## src/sbfa_pkg.sv

```systemverilog
// Shared types and constants for the status byte frame assembler.
// Used by sbfa_ctrl, sbfa_datapath and status_byte_frame_assembler; no dependencies.
package sbfa_pkg;

    localparam int unsigned MAX_FRAME_BYTES_DEF = 31;

    localparam int unsigned BYTE_W      = 8;
    localparam int unsigned CFG_INDEX_W = 2;
    localparam int unsigned HEADER_BIT  = 7;

    // Frame lengths, in bytes, selected by the header byte.
    localparam int unsigned LEN_MODULE = 31;
    localparam int unsigned LEN_MASTER = 7;
    localparam int unsigned LEN_OTHER  = 3;

    // Configuration register indexes.
    localparam logic [CFG_INDEX_W-1:0] REG_MODULE_SETUP = 2'd0;
    localparam logic [CFG_INDEX_W-1:0] REG_MASTER_SETUP = 2'd1;

    localparam logic [BYTE_W-1:0] MODULE_SETUP_RESET = 8'd128;
    localparam logic [BYTE_W-1:0] MASTER_SETUP_RESET = 8'd129;

    typedef enum logic {
        ST_COLLECT,
        ST_EMIT
    } sbfa_state_t;

    // Controller to datapath.
    typedef struct packed {
        logic accept;   // input transaction this cycle
        logic load;     // move the next stored byte into the output register
    } sbfa_cmd_t;

    // Datapath to controller.
    typedef struct packed {
        logic frame_done;   // the byte now offered completes a frame
        logic load_last;    // the next load moves the final frame byte
        logic out_valid;    // output register holds a byte not yet taken
    } sbfa_status_t;

endpackage

```

## src/sbfa_ctrl.sv

```systemverilog
// Controller state machine of the status byte frame assembler.
// Depends on sbfa_pkg for the state type and the command and status structs.
module sbfa_ctrl (
    input  logic                  aclk,
    input  logic                  aresetn,
    input  logic                  s_tvalid,
    output logic                  s_tready,
    input  logic                  m_tready,
    input  sbfa_pkg::sbfa_status_t status,
    output sbfa_pkg::sbfa_cmd_t    cmd
);
    import sbfa_pkg::*;

    sbfa_state_t state_reg;
    sbfa_state_t state_next;

    always_ff @(posedge aclk) begin
        if (!aresetn) begin
            state_reg <= ST_COLLECT;
        end else begin
            state_reg <= state_next;
        end
    end

    always_comb begin
        state_next = state_reg;
        s_tready   = 1'b0;
        cmd.accept = 1'b0;
        cmd.load   = 1'b0;
        case (state_reg)
            ST_COLLECT: begin
                s_tready   = 1'b1;
                cmd.accept = s_tvalid;
                if (s_tvalid && status.frame_done) begin
                    state_next = ST_EMIT;
                end
            end
            ST_EMIT: begin
                // Refill the output register whenever it is empty or being drained.
                cmd.load = !status.out_valid || m_tready;
                if (cmd.load && status.load_last) begin
                    state_next = ST_COLLECT;
                end
            end
            default: begin
                state_next = ST_COLLECT;
            end
        endcase
    end

endmodule

```

## src/sbfa_datapath.sv

```systemverilog
// Datapath of the status byte frame assembler: configuration registers,
// frame store, byte counters and output register. Depends on sbfa_pkg.
module sbfa_datapath #(
    parameter int unsigned MAX_FRAME_BYTES = sbfa_pkg::MAX_FRAME_BYTES_DEF
) (
    input  logic                              aclk,
    input  logic                              aresetn,
    input  logic                              cfg_valid,
    input  logic [sbfa_pkg::CFG_INDEX_W-1:0]  cfg_index,
    input  logic [sbfa_pkg::BYTE_W-1:0]       cfg_data,
    input  logic [sbfa_pkg::BYTE_W-1:0]       s_tdata,
    input  logic                              m_tready,
    output logic                              m_tvalid,
    output logic [sbfa_pkg::BYTE_W-1:0]       m_tdata,
    output logic                              m_tlast,
    input  sbfa_pkg::sbfa_cmd_t               cmd,
    output sbfa_pkg::sbfa_status_t            status
);
    import sbfa_pkg::*;

    localparam int unsigned CW = $clog2(MAX_FRAME_BYTES + 1);
    localparam int unsigned AW = $clog2(MAX_FRAME_BYTES);

    localparam int unsigned LEN_MOD_SAT =
        (LEN_MODULE > MAX_FRAME_BYTES) ? MAX_FRAME_BYTES : LEN_MODULE;
    localparam int unsigned LEN_MAS_SAT =
        (LEN_MASTER > MAX_FRAME_BYTES) ? MAX_FRAME_BYTES : LEN_MASTER;
    localparam int unsigned LEN_OTH_SAT =
        (LEN_OTHER > MAX_FRAME_BYTES) ? MAX_FRAME_BYTES : LEN_OTHER;

    localparam logic [CW-1:0] DEPTH = CW'(MAX_FRAME_BYTES);

    logic [BYTE_W-1:0] module_code_reg;
    logic [BYTE_W-1:0] master_code_reg;

    logic [BYTE_W-1:0] store_mem [MAX_FRAME_BYTES];

    logic [CW-1:0]     byte_count_reg,   byte_count_next;
    logic [CW-1:0]     frame_length_reg, frame_length_next;
    logic              in_frame_reg,     in_frame_next;
    logic [CW-1:0]     rd_idx_reg,       rd_idx_next;
    logic              out_valid_reg,    out_valid_next;
    logic [BYTE_W-1:0] out_data_reg;
    logic              out_last_reg;

    logic              is_header;
    logic              open_after;
    logic [CW-1:0]     count_base;
    logic [CW-1:0]     count_after;
    logic [CW-1:0]     len_pick;
    logic [CW-1:0]     len_sel;
    logic              wr_en;
    logic [CW-1:0]     rd_idx_inc;

    // Configuration registers.
    always_ff @(posedge aclk) begin
        if (!aresetn) begin
            module_code_reg <= MODULE_SETUP_RESET;
            master_code_reg <= MASTER_SETUP_RESET;
        end else if (cfg_valid) begin
            case (cfg_index)
                REG_MODULE_SETUP: module_code_reg <= cfg_data;
                REG_MASTER_SETUP: master_code_reg <= cfg_data;
                default: ;
            endcase
        end
    end

    // The module setup code wins when both codes are equal.
    always_comb begin
        if (s_tdata == module_code_reg) begin
            len_pick = CW'(LEN_MOD_SAT);
        end else if (s_tdata == master_code_reg) begin
            len_pick = CW'(LEN_MAS_SAT);
        end else begin
            len_pick = CW'(LEN_OTH_SAT);
        end
    end

    assign is_header   = s_tdata[HEADER_BIT];
    assign open_after  = is_header || in_frame_reg;
    assign count_base  = is_header ? '0 : byte_count_reg;
    assign len_sel     = is_header ? len_pick : frame_length_reg;
    assign wr_en       = open_after && (count_base < DEPTH);
    assign count_after = count_base + CW'(wr_en);
    assign rd_idx_inc  = rd_idx_reg + CW'(1);

    assign status.frame_done = open_after && (count_after >= len_sel);
    assign status.load_last  = (rd_idx_inc == frame_length_reg);
    assign status.out_valid  = out_valid_reg;

    always_comb begin
        byte_count_next   = byte_count_reg;
        frame_length_next = frame_length_reg;
        in_frame_next     = in_frame_reg;
        rd_idx_next       = rd_idx_reg;
        out_valid_next    = out_valid_reg;
        if (cmd.accept) begin
            // The replay index restarts whenever the frame length may change.
            frame_length_next = len_sel;
            rd_idx_next       = '0;
            if (status.frame_done) begin
                byte_count_next = '0;
                in_frame_next   = 1'b0;
            end else begin
                byte_count_next = open_after ? count_after : byte_count_reg;
                in_frame_next   = open_after;
            end
        end
        if (cmd.load) begin
            rd_idx_next    = rd_idx_inc;
            out_valid_next = 1'b1;
        end else if (m_tready) begin
            out_valid_next = 1'b0;
        end
    end

    always_ff @(posedge aclk) begin
        if (!aresetn) begin
            byte_count_reg   <= '0;
            frame_length_reg <= '0;
            in_frame_reg     <= 1'b0;
            rd_idx_reg       <= '0;
            out_valid_reg    <= 1'b0;
        end else begin
            byte_count_reg   <= byte_count_next;
            frame_length_reg <= frame_length_next;
            in_frame_reg     <= in_frame_next;
            rd_idx_reg       <= rd_idx_next;
            out_valid_reg    <= out_valid_next;
        end
    end

    // Frame store: one write port, one registered read port feeding the output.
    always_ff @(posedge aclk) begin
        if (cmd.accept && wr_en) begin
            store_mem[count_base[AW-1:0]] <= s_tdata;
        end
    end

    always_ff @(posedge aclk) begin
        if (cmd.load) begin
            out_data_reg <= store_mem[rd_idx_reg[AW-1:0]];
            out_last_reg <= status.load_last;
        end
    end

    assign m_tvalid = out_valid_reg;
    assign m_tdata  = out_data_reg;
    assign m_tlast  = out_last_reg;

    // An open frame always has room for at least one more byte before completing.
    a_open_below_len: assert property (@(posedge aclk) disable iff (!aresetn)
        in_frame_reg |-> (byte_count_reg < frame_length_reg))
        else $error("open frame count reached its length");

    // No partial count survives outside a frame.
    a_closed_count_zero: assert property (@(posedge aclk) disable iff (!aresetn)
        !in_frame_reg |-> (byte_count_reg == '0))
        else $error("byte count nonzero outside a frame");

    // Replay never walks past the stored frame.
    a_rd_in_frame: assert property (@(posedge aclk) disable iff (!aresetn)
        rd_idx_reg <= frame_length_reg)
        else $error("replay index beyond frame length");

    // A load always fills the output register on the next cycle.
    a_load_fills: assert property (@(posedge aclk) disable iff (!aresetn)
        cmd.load |=> out_valid_reg)
        else $error("load did not fill output register");

endmodule

```

## src/status_byte_frame_assembler.sv

```systemverilog
// Top level of the status byte frame assembler: ties the controller to the datapath.
// Depends on sbfa_pkg, sbfa_ctrl and sbfa_datapath.
//
//  Channel   Direction  Handshake              Contents
//  s_        in         s_tvalid / s_tready    s_tdata[7:0] = rx_byte
//  m_        out        m_tvalid / m_tready    m_tdata[7:0] = frame_byte, m_tlast = frame_last
//  cfg_      in         cfg_valid / cfg_ready  cfg_index = register, cfg_data = value
//
// While a frame is collected, one input transaction is taken every cycle.
// A byte that completes a frame is followed by an emission phase of one cycle per frame
// byte (up to 31 with the default store) while m_tready stays high; the single read port
// of the frame store sets this pace. s_tready is low during emission and rises once the
// final byte has entered the output register, which may still be waiting to be taken.
// Reset is synchronous on aresetn low; no clearing pass is needed after it.
// A stall on m_tready holds the output register and pauses the replay.
module status_byte_frame_assembler #(
    parameter int unsigned MAX_FRAME_BYTES = sbfa_pkg::MAX_FRAME_BYTES_DEF
) (
    input  logic                              aclk,
    input  logic                              aresetn,
    // Input byte stream.
    input  logic                              s_tvalid,
    output logic                              s_tready,
    input  logic [sbfa_pkg::BYTE_W-1:0]       s_tdata,   // [7:0] rx_byte
    // Frame byte stream.
    output logic                              m_tvalid,
    input  logic                              m_tready,
    output logic [sbfa_pkg::BYTE_W-1:0]       m_tdata,   // [7:0] frame_byte
    output logic                              m_tlast,   // frame_last
    // Configuration writes.
    input  logic                              cfg_valid,
    output logic                              cfg_ready,
    input  logic [sbfa_pkg::CFG_INDEX_W-1:0]  cfg_index,
    input  logic [sbfa_pkg::BYTE_W-1:0]       cfg_data
);
    import sbfa_pkg::*;

    sbfa_cmd_t    cmd;
    sbfa_status_t status;

    // Configuration writes are taken in any cycle.
    assign cfg_ready = 1'b1;

    // The controller decides when a byte is taken and when stored bytes are replayed.
    sbfa_ctrl u_ctrl (
        .aclk     (aclk),
        .aresetn  (aresetn),
        .s_tvalid (s_tvalid),
        .s_tready (s_tready),
        .m_tready (m_tready),
        .status   (status),
        .cmd      (cmd)
    );

    // The datapath holds the codes, the frame store, the counters and the output register.
    sbfa_datapath #(
        .MAX_FRAME_BYTES (MAX_FRAME_BYTES)
    ) u_datapath (
        .aclk      (aclk),
        .aresetn   (aresetn),
        .cfg_valid (cfg_valid),
        .cfg_index (cfg_index),
        .cfg_data  (cfg_data),
        .s_tdata   (s_tdata),
        .m_tready  (m_tready),
        .m_tvalid  (m_tvalid),
        .m_tdata   (m_tdata),
        .m_tlast   (m_tlast),
        .cmd       (cmd),
        .status    (status)
    );

endmodule
```

## config.mk

```make
export PLATFORM = sky130hd
export DESIGN_NAME = status_byte_frame_assembler
export DESIGN_NICKNAME = d
export VERILOG_FILES = /design/src/sbfa_pkg.sv /design/src/sbfa_ctrl.sv /design/src/sbfa_datapath.sv /design/src/status_byte_frame_assembler.sv
export SDC_FILE = /design/constraint.sdc
export NUM_CORES = 1
export LEC_CHECK = 0
export CAP_MARGIN = 20
export CORE_UTILIZATION = 35
export CTS_BUF_LIST = sky130_fd_sc_hd__clkbuf_4
export CTS_CLUSTER_SIZE = 20
export DETAILED_ROUTE_END_ITERATION = 7
export DONT_BUFFER_PORTS = 1
export GPL_ROUTABILITY_DRIVEN = 0
export PLACE_DENSITY = 0.46
export SYNTH_ARGS = -nofsm -noshare
export SYNTH_HDL_FRONTEND = slang
export SYNTH_SLANG_ARGS = --single-unit
```

## constraint.sdc

```tcl
create_clock -name aclk -period 7.78 [get_ports aclk]
set_clock_uncertainty 0.05 [all_clocks]
set_input_delay 2.334 -clock aclk [delete_from_list [all_inputs] [get_ports aclk]]
set_output_delay 2.334 -clock aclk [all_outputs]
set_load 0.005 [all_outputs]
```

Yosys cells after proc, flatten, opt, wreduce, memory -nomap -nowiden
Memory sizes are Yosys's and may differ from the RTL's. A register that Yosys moved wholly into a read port is not among the register bits.
Index checks and enable logic that the tools add are counted.
{"block": "totals", "ff_bits": 35, "mem_bits_rw": 248, "input_bits": 23, "output_inout_bits": 12, "elab_cells": 53, "mem_count": 1}
{"name": "u_datapath.store_mem", "depth": 31, "width": 8, "read_ports": 1, "rd_clocked_by_memory_dff": 1, "wr": 1, "line": "sbfa_datapath.sv:36", "rtl": "logic [BYTE_W-1:0] store_mem [MAX_FRAME_BYTES];"}
{"block": "classes", "n_addsub": 2, "order_cmp": 2, "n_eq_ne": 4, "mux": 19, "bitwise_logic": 1, "reduce_logical": 15}
{"op": "$mux 5", "count": 7}
{"op": "$eq 8x8->1", "count": 2}
{"op": "$mux 1", "count": 10}
{"op": "$reduce_and 2->1", "count": 3}
{"op": "$reduce_bool 2->1", "count": 3}
{"op": "$add 5x1->5", "count": 1}
{"op": "$add 5x1->5 const B", "count": 1}
{"op": "$eq 5x5->1", "count": 1}
{"op": "$ge 5x5->1", "count": 1}
{"op": "$logic_and 1x1->1", "count": 5}
{"op": "$lt 5x5->1 const B", "count": 1}
{"op": "$mux 3", "count": 1}
{"op": "$eq 2x1->1 const B", "count": 1}
{"op": "$logic_not 2->1", "count": 1}
{"op": "$logic_or 1x1->1", "count": 2}
{"op": "$pmux 1 s2", "count": 1}
{"op": "$logic_not 1->1", "count": 1}
{"op": "$not 1->1", "count": 1}

Depth between registers and ports, before layout
Gate-level depths: netlist (run 1).
{"block": "logic_depth", "ltp_word": 9, "ltp_mapped": 14, "ltp_nobuf": 13}

Cells and area by module
A second synthesis (run 1) with hierarchy kept.
{"block": "hier_totals", "cells_unflattened": 723, "hier_area_um2": 11880.1}
{"mod": "sbfa_datapath", "n_inst": 1, "cells_each": 713, "area_per_inst_um2": 11798.8, "seq_area_each_um2": 8378.0}
{"mod": "sbfa_ctrl", "n_inst": 1, "cells_each": 8, "area_per_inst_um2": 70.1, "seq_area_each_um2": 20.0}
{"mod": "status_byte_frame_assembler", "n_inst": 1, "cells_each": 2, "area_per_inst_um2": 11.3, "seq_area_each_um2": 0.0}

Worst setup path after synthesis (run 1)
OpenSTA, ideal clock, no wires.
{"block": "synth_path", "kind": "input to register", "start": "input port s_tdata[7] (netlist bit)", "end": "register u_datapath.byte_count_reg[0]", "setup_time_ps": 66, "t_arrival_ps": 4944, "t_required_ps": 7664, "path_slack_ps": 2720, "stages": 14, "n_path_buf": 1, "path_cell_list": "clkbuf_1 nor2b_1 nand2_1 o22a_1 ha_1 ha_1 nand3_1 xor2_1 nor2_1 ha_1 and3_1 a211oi_1 a22oi_1 nor2_1"}
{"block": "synth_between", "elab_chain_len": 8, "word_cells_on_any_way": 16, "classes_between": "add/sub: 1; order compare: 2; eq/ne: 2; mux: 6; reduce/logical: 5"}
{"element": "start: declaration", "line": "status_byte_frame_assembler.sv:24", "rtl": "input logic [sbfa_pkg::BYTE_W-1:0] s_tdata,"}
{"element": "$mux 5 or $eq 8x8->1 (tied branches)", "line": "sbfa_datapath.sv:82, sbfa_datapath.sv:73"}
{"element": "$lt 5x5->1 or $mux 3 (tied branches)", "line": "sbfa_datapath.sv:84, sbfa_datapath.sv:73"}
{"element": "$logic_and 1x1->1 or $mux 5 (tied branches)", "line": "sbfa_datapath.sv:84, sbfa_datapath.sv:71"}
{"element": "$add 5x1->5 or $mux 5 (tied branches)", "line": "sbfa_datapath.sv:85, sbfa_datapath.sv:83"}
{"element": "$ge 5x5->1", "line": "sbfa_datapath.sv:88", "rtl": "assign status.frame_done = open_after && (count_after >= len_sel);"}
{"element": "$logic_and 1x1->1", "line": "sbfa_datapath.sv:88"}
{"element": "$reduce_bool 2->1 (no line)"}
{"element": "$reduce_and 2->1 (no line)"}
{"element": "end signal: assignment", "line": "sbfa_datapath.sv:126", "rtl": "byte_count_reg <= byte_count_next;"}
{"element": "end: declaration", "line": "sbfa_datapath.sv:38", "rtl": "logic [CW-1:0] byte_count_reg, byte_count_next;"}
Parallel ways exist; a longest one is shown, timed or not. The select of a mux whose other input is x is not followed.
A chain may end at the register's enable or synchronous reset.

Final worst setup path (run 1)
{"block": "layout_path", "start": "input port s_tdata[7] (netlist bit)", "end": "register u_datapath.byte_count_reg[2]"}
Same word-level chain as after synthesis.

==> results of run 1 <==
kinds of logic (layout without fill, tap and decap cells):
| family | count (synthesis) | after routing | synth area share (%) |
|---|---|---|---|
| AO/OA/AOI/OAI | 58 | 58 | 3.01 |
| XOR/XNOR | 25 | 25 | 1.84 |
| adder cells (fa/ha/maj) | 8 | 8 | 0.843 |
| buffers and inverters | 43 | 153 | 2.01 |
| flip-flops | 291 | 291 | 70.7 |
| multiplexers | 105 | 105 | 16.1 |
| other | 1 | 3 | 0.0316 |
| AND/OR/NAND/NOR | 147 | 147 | 5.45 |
worst max-delay path by stage:
| stage | from | end | slack, ns |
|---|---|---|---|
| finish | s_tdata[7] | u_datapath.byte_count_reg[2]$_SDFFE_PN0P_ | 3.11 |
| global route | s_tdata[7] | u_datapath.byte_count_reg[3]$_SDFFE_PN0P_ | 2.92 |
| CTS | s_tdata[7] | u_datapath.byte_count_reg[3]$_SDFFE_PN0P_ | 3.20 |
| detailed placement | s_tdata[7] | u_datapath.byte_count_reg[3]$_SDFFE_PN0P_ | 2.46 |
| global placement | s_tdata[7] | u_datapath.byte_count_reg[0]$_SDFFE_PN0P_ | 2.62 |
| floorplan | s_tdata[7] | u_datapath.byte_count_reg[0]$_SDFFE_PN0P_ | 2.72 |
routing by layer:
metal	up-vias	GRT usage (%)	share of wire (%)	wire [um]
met1	3168	20.5	42	11200
met4	0	6.30	2.3	599
met3	48	4.23	5.9	1560
li1	2819	-	-	-
met5	-	0	0	0
met2	165	26.6	49	13100
metrics by stage:
step           worst slack, ns  instance area (um^2)  std cells  util (%)  hold WS [ns]
6_report                  3.11                 13200       1238      39.6         0.451
5_1_grt                   2.92                 13200       1237      39.6         0.473
4_1_cts                   3.20                 13200       1234      39.5         0.454
3_5_place_dp              2.46                 12300       1094      36.7         0.441
3_3_place_gp              2.62                 12300       1094      36.7         0.429
2_1_floorplan             2.72                 11900        678         -         0.408
layout make-up:
cell class | instances | area [um^2]
diodes | 2 | 5.00
clock buffers | 112 | 841
clock inverters | 28 | 111
fillers | 3081 | 20200
inverters | 6 | 22.5
multi-input cells | 344 | 3240
flip-flops and latches | 291 | 8410
well taps | 448 | 561
repair buffers | 7 | 52.6
worst max-delay path: cells and delay by family:
kind | cells | cell delay [ns]
compound gates | 3 | 1.02
xor+xnor | 1 | 0.15
fa+ha+maj | 3 | 0.72
simple gates | 6 | 0.96
power by group:
part	switching [mW]	internal [mW]	total, mW	leakage, nW
clock network	0.614	0.665	1.28	0.582
registers	0.0127	1.71	1.72	2.59
logic	0.0499	0.0469	0.0968	1.05
layout by cell type, fill, tap and decap left out, drive strengths merged, types with 4 or more instances in the layout:
cell type,n
a22oi,6
o21ai,24
xnor2,20
edfxtp,257
inv,9
mux4,64
nand2,31
mux2i,33
nor2,76
nand2b,5
nand4,4
xor2,5
ha,8
clkinv,25
nand3,8
nor2b,9
a21oi,10
clkbuf,112
dfxtp,34
buf,7
nor3,4
mux2,8
==> results.py, run 1 <==
metrics = {
    "floorplan": {
        "dieArea_mm2": 0.0347,
        "core_mm2": 0.0334,
        "rows": 67,
        "pin_count": 35,
        "fp.dieH_um": 186,
        "die_x_um": 186,
        "initial_core_util_pct": 35.5,
    },
    "clock_network": {
        "worstSkewPairLatency_ns": 0.67,
        "cts_setup_buffers": 0,
        "cts_tree": "done",
        "cts_made_buffers": 79,
        "htree_levels": 3,
        "clockBufferDepth": 3,
        "path_clk_slew_ns": 0.06,
        "clkSinkCount": 291,
        "post_cts_resized": 0,
        "postCtsHoldBufs": 0,
        "clockRootBuffer": "clkbuf_4",
    },
    "drt": {
        "drt-initial-drc-count": 367,
        "first_pass_iters": 4,
        "drtAntennaViolNets": 0,
        "wl_per_cell_um": 21.4,
        "drt-total-wl_um": 26500,
        "drcViolationCount": 0,
        "via_per_inst": 5.01,
        "num_vias": 6200,
    },
    "grt": {
        "gr-usage-all-layers_pct": 16.2,
        "grt_overflow": 0,
        "grt_max_degree": 48,
        "grt_pass1_vias": 6494,
        "grt_pass1_wl_um": 40000,
        "antenna_found_initial": 1,
    },
    "timing": {
        "tns_ns": 0,
        "drv_slew": 0,
        "slew_headroom_pct": 27.5,
        "hold_viol_final": 0,
        "worstMarginPinSlew_ns": 1.08,
        "period_share_pct": 60.0,
        "setup_viol": 0,
        "layout_min_cycle_time_ns": 4.67,
        "grt_setup_unrepaired": "no",
        "clock.fmax_mhz": 214,
    },
    "run_status": {
        "status": "completed",
    },
    "final_layout": {
        "largest_reg_flops": 248,
        "drive_above_1_share_pct": 24.5,
        "nNetsFinal": 760,
        "area_delta_synth_final_pct": 11.5,
    },
    "setup_path": {
        "r2r_setup_slack_ns": 4.42,
        "r2r_cells": 13,
        "critPathMaxStageDelay_ns": 0.62,
        "endpoint_kind": "flip-flop",
        "r2r_end": "u_datapath.byte_count_reg[2]$_SDFFE_PN0P_",
        "start_kind": "input pin",
        "path_cells": "nor2b_1, nand2_1, o22a_1, ha_1, ha_1, nand3_1, xor2_1, nor2_1, ha_1, and3_1, a211oi_1, a22oi_1, nor2_1",
        "cp_data_arrival_time_ns": 5.20,
        "worstSetupPathType": "in -> reg",
        "cpMostUsedCell": "ha_1",
        "required_ns": 8.31,
        "crit_fanout": 47,
        "crit_slowest_cell": "a211oi_1",
        "reg2reg_from": "u_datapath.byte_count_reg[0]$_SDFFE_PN0P_",
    },
    "power_and_ir_drop": {
        "ir_drop_uv": 105,
        "cellLeakagePower_nw": 4.23,
        "power_density_mw_per_mm2": 234,
        "p_total_mw": 3.10,
    },
    "worst_hold_path": {
        "worstHoldEndpoint": "u_datapath.frame_length_reg[4]$_SDFFE_PN0P_",
        "min_path_cells": 2,
        "hold_class": "reg -> reg",
        "hold_start": "u_datapath.frame_length_reg[4]$_SDFFE_PN0P_",
    },
    "yosys": {
        "synth_ff_type": "edfxtp_1",
        "syn_nets": 709,
        "ys_ff_latch": 291,
        "syn_inst": 678,
        "synthTopCellsByCount": "edfxtp_1, nor2_1, mux4_2",
        "syn_area_per_cell_um2": 17.5,
        "synth_top_area_cell": "edfxtp_1",
        "yosysUniqueCellTypes": 48,
        "synth_async_sr_flop_share_pct": 0,
        "yosys_warnings": 0,
        "synth_area_mm2": 0.0119,
        "synth_edf_count": 257,
        "yosys-top-cells-area": "edfxtp_1, mux4_2, dfxtp_1, mux4_1, mux2i_1",
        "ys_seq_area_share_pct": 70.7,
        "yosysMostFrequentCell": "edfxtp_1",
        "synth.top_cell.area_share_pct": 65.0,
    },
    "place": {
        "portBuffers": 0,
        "post-dp-hpwl_um": 15900,
    },
    "run": {
        "cap_violations": 0,
    },
}
No activity file was read; power rests on OpenSTA's default activity.
==> run 2: changes to the inputs <==
--- a/config.mk
+++ b/config.mk
@@ -12,7 +12,7 @@
 export DETAILED_ROUTE_END_ITERATION = 7
 export DONT_BUFFER_PORTS = 1
 export GPL_ROUTABILITY_DRIVEN = 0
-export PLACE_DENSITY = 0.46
+export PLACE_DENSITY = 0.48
 export SYNTH_ARGS = -nofsm -noshare
 export SYNTH_HDL_FRONTEND = slang
 export SYNTH_SLANG_ARGS = --single-unit
==> constraint.sdc (replaced) <==
create_clock -name aclk -period 4.2 [get_ports aclk]
set_clock_uncertainty 0.05 [all_clocks]
set_input_delay 1.26 -clock aclk [delete_from_list [all_inputs] [get_ports aclk]]
set_output_delay 1.26 -clock aclk [all_outputs]
set_load 0.005 [all_outputs]
==> results.py, run 2 (synthesis results as in run 1) <==
metrics = {
    "run_status": {
        "status": "completed",
    },
    "final_layout": {
        "area_delta_synth_final_pct": 14.4,
        "fill_cells": 3018,
        "final_common_cell": "edfxtp_1",
        "final_cell_mix": "edfxtp_1, clkbuf_4, nor2_1, mux4_2, mux2i_1",
        "drive_above_1_share_pct": 27.3,
        "nNetsFinal": 782,
        "largest_reg_flops": 248,
    },
    "timing": {
        "hold_slack_ns": 0.448,
        "slew_headroom_pct": 31.6,
        "grt_setup_unrepaired": "no",
        "tns_ns": 0,
        "drv_slew": 0,
        "hold_viol_final": 0,
        "layout_min_cycle_time_ns": 3.22,
        "period_share_pct": 76.7,
        "setup_viol": 0,
        "clock.fmax_mhz": 310,
        "worstMarginPinSlew_ns": 1.02,
    },
    "setup_path": {
        "crit_fanout": 47,
        "crit_slowest_cell": "ha_1",
        "worstSetupPathType": "in -> reg",
        "critPathMaxStageDelay_ns": 0.29,
        "cpMostUsedCell": "ha_1",
        "required_ns": 4.73,
        "cp_data_arrival_time_ns": 3.75,
        "endpoint_kind": "flip-flop",
        "path_cells": "nor2b_1, nand2_1, o22a_1, ha_1, ha_1, nand3_1, xor2_1, nor2_1, ha_1, and3_1, a211oi_1, buf_4, a22oi_1, nor2_1",
        "start_kind": "input pin",
    },
    "drt": {
        "wl_per_cell_um": 21.1,
        "drcViolationCount": 0,
        "num_vias": 6287,
        "via_per_inst": 5.00,
        "first_pass_iters": 4,
        "drt-total-wl_um": 26500,
        "drtAntennaViolNets": 0,
        "drt-initial-drc-count": 518,
    },
    "floorplan": {
        "dieArea_mm2": 0.0347,
        "pin_count": 35,
        "die_x_um": 186,
        "fp.dieH_um": 186,
        "initial_core_util_pct": 35.5,
        "core_mm2": 0.0334,
        "rows": 67,
    },
    "clock_network": {
        "clockRootBuffer": "clkbuf_4",
        "cts_tree": "done",
        "clockBufferDepth": 3,
        "path_clk_slew_ns": 0.06,
        "worstSkewPairLatency_ns": 0.68,
        "postCtsHoldBufs": 0,
        "cts_made_buffers": 78,
        "htree_levels": 3,
        "clkSinkCount": 291,
        "post_cts_resized": 0,
        "cts_setup_buffers": 0,
    },
    "power_and_ir_drop": {
        "ir_drop_uv": 160,
        "cellLeakagePower_nw": 4.42,
        "power_density_mw_per_mm2": 446,
    },
    "grt": {
        "grt_pass1_wl_um": 40600,
        "grt_max_degree": 48,
        "antenna_found_initial": 1,
        "gr-usage-all-layers_pct": 16.3,
        "grt_pass1_vias": 6790,
        "grt_overflow": 0,
    },
    "place": {
        "post-dp-hpwl_um": 16100,
        "portBuffers": 0,
    },
    "run": {
        "cap_violations": 0,
    },
    "worst_hold_path": {
        "hold_class": "reg -> reg",
    },
}
[run 2: changes by cell type in the layout (fill, tap and decap cells not counted), sizes merged]
cell | previous run | this run
buf | 7 | 30
inv | 9 | 5
clkbuf | 112 | 121
clkinv | 25 | 14
diode | 2 | 1
bufinv | 0 | 4
[run 2: stage by stage]
stage          power [mW]  setup WS [ns]  area (um^2)  utilization [%]  cells
6_report             6.06          0.979        13600             40.6   1258
3_3_place_gp         3.44          0.484        12500             37.2   1117
3_5_place_dp         3.44          0.314        12500             37.2   1117
5_1_grt              6.32          0.829        13600             40.6   1258
4_1_cts              6.16           1.04        13500             40.5   1255
2_1_floorplan        3.40          0.214        11900                -    678
[run 2: critical path, delay by kind of cell]
| family | cells | cell delay (ns) |
|---|---|---|
| and+or+nand+nor | 6 | 0.86 |
| adders and majority gates | 3 | 0.73 |
| AOI/OAI and AO/OA | 3 | 0.52 |
| buffers and inverters | 1 | 0.19 |
| xor gates and xnor gates | 1 | 0.17 |
[run 2: final timing paths]
path	startpoint	slack [ns]	endpoint	depth (start not counted)
setup reg to reg	u_datapath.byte_count_reg[0]$_SDFFE_PN0P_	1.26	u_datapath.byte_count_reg[2]$_SDFFE_PN0P_	14
setup / recovery	s_tdata[7]	0.98	u_datapath.byte_count_reg[2]$_SDFFE_PN0P_	14
hold / removal	u_datapath.frame_length_reg[3]$_SDFFE_PN0P_	0.45	u_datapath.frame_length_reg[3]$_SDFFE_PN0P_	2
hold reg to reg	u_datapath.frame_length_reg[3]$_SDFFE_PN0P_	0.45	u_datapath.frame_length_reg[3]$_SDFFE_PN0P_	2
[run 2: layer usage]
metal	wire length (um)	global-route usage (%)
met5	0	0
met4	660	6.13
met3	1330	4.48
met2	13300	27.2
met1	11200	20.2
[run 2: final cells by class]
type	count	area [um^2]	share of cell area, %
antenna	1	2.50	0.0184
clock buffer	121	908	6.69
clock inverter	17	174	1.28
inverter	6	22.5	0.166
multi-input combinational	344	3240	23.8
sequential	291	8410	61.9
tap	448	561	4.13
timing repair buffer	30	270	1.99
[run 2: power by group]
group / internal, mW / switching (mW)
logic: 0.0894 / 0.0927
registers: 3.17 / 0.0249
clock network: 1.55 / 1.13
